[config.mk]
export PLATFORM = sky130hd
export DESIGN_NAME = bfdh_ctrl
export DESIGN_NICKNAME = d
export VERILOG_FILES = /design/src/sv/bfdh_pkg.sv /design/src/sv/bfdh_ctrl.sv
export SDC_FILE = /design/constraint.sdc
export NUM_CORES = 1
export LEC_CHECK = 0
export BUFFER_PORTS_ARGS = -buffer_cell sky130_fd_sc_hd__clkbuf_2
export CELL_PAD_IN_SITES_DETAIL_PLACEMENT = 1
export CELL_PAD_IN_SITES_GLOBAL_PLACEMENT = 2
export CORE_MARGIN = 1.5
export CORE_UTILIZATION = 17
export DETAILED_ROUTE_END_ITERATION = 16
export PLACE_DENSITY_LB_ADDON = 0.1
export REMOVE_ABC_BUFFERS = 1
export SETUP_SLACK_MARGIN = 0.05
export SYNTH_ARGS = -nofsm -noshare
export SYNTH_HDL_FRONTEND = slang
export SYNTH_SLANG_ARGS = --single-unit
[constraint.sdc]
create_clock -name clk -period 1.1 [get_ports clk]
set_clock_uncertainty 0.1 [all_clocks]
set_input_delay 0.055 -clock clk [delete_from_list [all_inputs] [get_ports clk]]
set_output_delay 0.055 -clock clk [all_outputs]
set_load 0.02 [all_outputs]
[src/sv/bfdh_pkg.sv]
// Shared types and constants for the double-hash Bloom filter engine.
package bfdh_pkg;

  localparam int HASH_W       = 32;
  localparam int BIT_LEN_W    = 17;
  localparam int HASH_COUNT_W = 5;
  localparam int CFG_DATA_W   = 32;
  localparam int CFG_ADDR_W   = 3;
  localparam int IN_TDATA_W   = 2 * HASH_W;
  localparam int OUT_TDATA_W  = 8;
  localparam int DIV_STEPS    = HASH_W;
  localparam int DIV_CNT_W    = $clog2(DIV_STEPS);
  localparam int BYTE_SHIFT   = 3;
  localparam int BIT_SEL_W    = 3;

  localparam logic [BIT_LEN_W-1:0]    BIT_LEN_RST    = BIT_LEN_W'(65536);
  localparam logic [HASH_COUNT_W-1:0] HASH_COUNT_RST = HASH_COUNT_W'(7);

  typedef enum logic [0:0] {
    REG_BIT_LEN    = 1'b0,
    REG_HASH_COUNT = 1'b1
  } reg_idx_t;

  typedef enum logic [2:0] {
    ST_CLEAR,
    ST_IDLE,
    ST_DIV,
    ST_SETUP,
    ST_READ,
    ST_CHECK,
    ST_RESULT
  } state_t;

  // controller -> datapath
  typedef struct packed {
    logic clr_wr;
    logic load;
    logic div_step;
    logic setup;
    logic rd;
    logic chk;
    logic out_set;
  } ctrl_cmd_t;

  // datapath -> controller
  typedef struct packed {
    logic clr_last;
    logic div_last;
    logic n_zero;
    logic probe_last;
    logic bit_set;
    logic op_add;
    logic out_free;
  } dp_sts_t;

endpackage

[src/sv/bfdh_ctrl.sv]
// Controller: sequences store clear, remainder steps, probes and result hand-off.
module bfdh_ctrl
  import bfdh_pkg::*;
(
  input  logic      clk,
  input  logic      rst_n,
  input  logic      in_tvalid,
  output logic      in_tready,
  input  dp_sts_t   sts,
  output ctrl_cmd_t cmd
);

  state_t state_r;
  state_t state_nxt;

  always_ff @(posedge clk) begin
    if (!rst_n) begin
      state_r <= ST_CLEAR;
    end else begin
      state_r <= state_nxt;
    end
  end

  always_comb begin
    state_nxt = state_r;
    cmd       = '0;
    in_tready = 1'b0;
    case (state_r)
      ST_CLEAR: begin
        cmd.clr_wr = 1'b1;
        if (sts.clr_last) begin
          state_nxt = ST_IDLE;
        end
      end
      ST_IDLE: begin
        in_tready = 1'b1;
        if (in_tvalid) begin
          cmd.load  = 1'b1;
          state_nxt = ST_DIV;
        end
      end
      ST_DIV: begin
        cmd.div_step = 1'b1;
        if (sts.div_last) begin
          state_nxt = ST_SETUP;
        end
      end
      ST_SETUP: begin
        cmd.setup = 1'b1;
        if (!sts.n_zero) begin
          state_nxt = ST_READ;
        end else if (sts.op_add) begin
          state_nxt = ST_IDLE;
        end else begin
          state_nxt = ST_RESULT;
        end
      end
      ST_READ: begin
        cmd.rd    = 1'b1;
        state_nxt = ST_CHECK;
      end
      ST_CHECK: begin
        cmd.chk = 1'b1;
        if (!sts.op_add && !sts.bit_set) begin
          state_nxt = ST_RESULT;
        end else if (!sts.probe_last) begin
          state_nxt = ST_READ;
        end else if (sts.op_add) begin
          state_nxt = ST_IDLE;
        end else begin
          state_nxt = ST_RESULT;
        end
      end
      ST_RESULT: begin
        if (sts.out_free) begin
          cmd.out_set = 1'b1;
          state_nxt   = ST_IDLE;
        end
      end
      default: begin
        state_nxt = ST_IDLE;
      end
    endcase
  end

  a_add_no_result : assert property (@(posedge clk) disable iff (!rst_n)
    (state_r == ST_CHECK && sts.op_add) |=> (state_r != ST_RESULT))
    else $error("add request headed for a result");

  a_setup_after_div : assert property (@(posedge clk) disable iff (!rst_n)
    (state_r == ST_SETUP) |-> ($past(state_r) == ST_DIV && $past(sts.div_last)))
    else $error("setup entered before remainders finished");

endmodule

* Word level (Yosys, flattened, before mapping)
Index checks and enable logic that the tools add are counted.
Widths: inputs -> output; s select.
** Cells by class
- Equal/unequal tests :: 10
- Muxes and demuxes :: 19
- Reductions and logical operators :: 5
** Operators with widths (number)
- $mux 3 :: 8
- $pmux 3 s7 :: 1
- $mux 1 :: 10
- $eq 3x3->1 const B :: 3
- $ne 2x2->1 const B :: 4
- $eq 3x2->1 const B :: 2
- $reduce_and 4->1 :: 1
- $eq 3x1->1 const B :: 1
- $logic_not 3->1 :: 1
- $logic_not 1->1 :: 2
- $logic_and 1x1->1 :: 1
** Word-level totals
- Bits in registers :: 3
- Input port bits :: 10
- Output and inout bits :: 8

* Longest topological paths before layout
- Depth in word-level cells :: 4
- Depth in mapped cells :: 5
- Mapped depth without buffers :: 4

* Worst setup path after synthesis
No wires, ideal clock.
- Path type :: flip-flop to output port
- From :: register state_r[2]
- To :: output cmd[5] (netlist bit)
- Arrival :: 1.200 ns
- Required time :: 0.945 ns
- Setup slack :: -0.255 ns
- Cell stages (with the launch flop) :: 5
- Cell sequence :: dfxtp_1 > buf_2 > buf_2 > nor2_1 > and2_1
** RTL lines
- start, declared :: line bfdh_ctrl.sv:13 : state_t state_r;
- start signal, assigned :: line bfdh_ctrl.sv:20 : state_r <= state_nxt;
- end, declared :: line bfdh_ctrl.sv:10 : output ctrl_cmd_t cmd

==> out/metrics.cfg <==
[run_status]
status=finished with violations
violations=setup timing

[setup_path]
crit_arrival_ns=1.13
slowest_delay_ns=0.36
rr_endpoint=state_r[0]
worstPathRequired_ns=0.94
r2r-start=state_r[1]
r2r_cells=4
cp-start-kind=register
critical-path-slowest-cell=dfxtp_4
crit_fanout=6
crit_family=flip-flops
reg2reg_slack_ns=-0.18
critPathKind=register to output pin
critPathBufInv=2
end_kind=output pin
startpoint=state_r[1]
crit_chain=buf_4, nor2_4, and2_4, clkbuf_8

[final_layout]
largest_reg_flops=3
final_util_pct=43.9
post-route-cell-area_um2=758
area_growth_pct=142
diodes=0
nets=89
largest-register=state_r
multi_input_area_um2=312
fillers=212
drive_gt1_share_pct=73.1
regArea_um2=71.3
top_regs=state_r (3)

[pwr]
power.switching_mw=0.234
p_sw_share_pct=35.5
clkPwrFrac_pct=30.3
power_frac_seq_pct=20.9
internal-power_mw=0.425
combPwrFrac_pct=48.8
p_leak_nw=0.344
fin_total_pwr_mw=0.659
ir_drop_v=0.000367
power.density_mw_per_mm2=869

[logic_synthesis]
synth-compound-area-share_pct=27.2
synth_top_area_cell=dfxtp_1
ys_top_cells_by_area=dfxtp_1 (19%), nor3_1 (9.6%), and2_1 (6.0%)
yosysMostFrequentCell=nor3_1
ys_ff_latch=3
muxShareOfSynthArea_pct=0
synthTopCellsByCount=nor3_1 (6), nor2_1 (5)
netlist.area_leader.share_pct=19.2
ys_types=23
synth-edff-count=0
synthFlopType=dfxtp_1
yosys.area_share.simple_pct=40.8
netlist_area_um2=313
synth_top_family_by_area=simple AND/OR/NAND/NOR gates
yosysSeqAreaShare_pct=19.2
synth-async-reset-ratio_pct=0
synth_cells=45
yosys.area_share.xor_xnor_pct=0
synth.avg_cell_area_um2=6.95
synthAdderAreaFrac_pct=0
ys_warn_count=0

[detailed_routing]
drt-pass1-iter-count=5
vias=474
wl_per_cell_um=12.7
ant_nets=0
drt-total-wl_mm=1.31
drc=0
viasPerCell=4.60
detailedRoute.firstIterationViolations=8

[cts]
path_clk_slew_ns=0.04
root_buffer=clkbuf_4
cts_max_level=1
numCtsBuffers=3
clock_insertion_delay_worst_skew_ns=0.24
cts_tree=yes
cts_num_sinks=3
cts.path.max_buffers=2

[timing]
slew_headroom_pct=85.1
slew_viol_final=0
rsz0062_at_grt=yes
min_period_over_period_pct=117
min_period_ns=1.29
max_slew.worst_pin.slew_ns=0.222
hold_slack_ns=0.155
hold_viol_final=0
layout_setup_ws_ns=-0.187
fmax_mhz=777
setup_viol=11

[floorplan]
die_h_um=45.9
die_area_mm2=0.00211
die_w_um=45.9
num_io_pins=18
placement_rows=15
start_util_pct=18.1
fp.coreArea_mm2=0.00173

[placed_design]
place_congestion=0.694
io_buffers=17
dpl.hpwl_um=844
placed_cell_area_um2=475
preCtsSetupSlack_ns=-0.240

[job]
drv_cap=0

[global_route]
met3_usage_pct=2.38
top_usage_layer=met2
grt_util_met2_pct=24.2
globalRoute.totalOverflow=0
antenna_found_initial=0
grt_util_all_layers_pct=14.0
gr-usage-met1_pct=16.2
grt_pass1_vias=512
grt_max_degree=9
grt_pass1_wl_mm=2.08

[min_path]
hold_path_class=input port to register
min_from=in_tvalid
hold_end=state_r[1]
holdPathStages=3

placed cells by master (no fill, tap or decap), types with 2 or more instances in the layout:
cell type,count
clkbuf_8,2
dfxtp_4,3
nor2_1,2
nor3_2,2
clkbuf_4,4
inv_1,2
buf_8,2
buf_4,8
nor3_4,2
buf_6,9
clkbuf_2,9
nor3_1,2
nor2_4,2
nand3_1,2
a21oi_1,2
and2_4,2
stage by stage:
stage / TNS, ns / std cells
floorplan: -1.29 / 41
global placement: -1.23 / 93
detailed placement: -0.934 / 93
CTS: -1.65 / 102
global route: -1.94 / 103
finish: -1.53 / 103
kinds of logic (layout without fill, tap and decap cells):
group / Yosys count / after routing
buf+inv: 7 / 40
compound gates: 11 / 11
simple gates: 24 / 24
flops: 3 / 3
metal layers:
metal	up-vias	routed length, µm
met2	18	669
li1	231	-
met4	0	8
met1	223	578
met5	-	0
met3	2	53
how the worst max path moves through the flow:
stage,endpoint,depth (start not counted)
3_3_place_gp,state_r[1],4
5_1_grt,cmd[5],4
4_1_cts,cmd[6],4
2_1_floorplan,cmd[5],3
6_report,cmd[2],4
3_5_place_dp,state_r[1],4
tightest hold or removal path, cell delays in order:
cell and delay (ns):
clkbuf_2 0.12, a211o_1 0.14, o311a_1 0.15
final cells by class:
type,count,share of cell area [%]
inverters,3,2.15
well taps,25,4.13
clock buffers,4,3.47
flip-flops and latches,3,9.41
multi-input cells,35,41.1
repair buffers,33,39.8
what timing repair did:
action / 4_1_cts / 5_1_grt
setup endpoints to repair: 11 / 11
pin swaps: 8 / 5
endpoints found under the hold margin: 3 / 0
resized for setup: 40 / 22
hold buffers: 1 / 0
buffers inserted: 4 / 1
power groups by stage:
stage	clock network, mW	registers, mW	logic, mW
after CTS	0.207	0.136	0.278
after detailed placement	0	0.134	0.208
after global placement	0	0.134	0.210
after global routing	0.207	0.140	0.345
after floorplan	0	0.143	0.105
final	0.200	0.138	0.322
(Power assumes the default switching activity.)
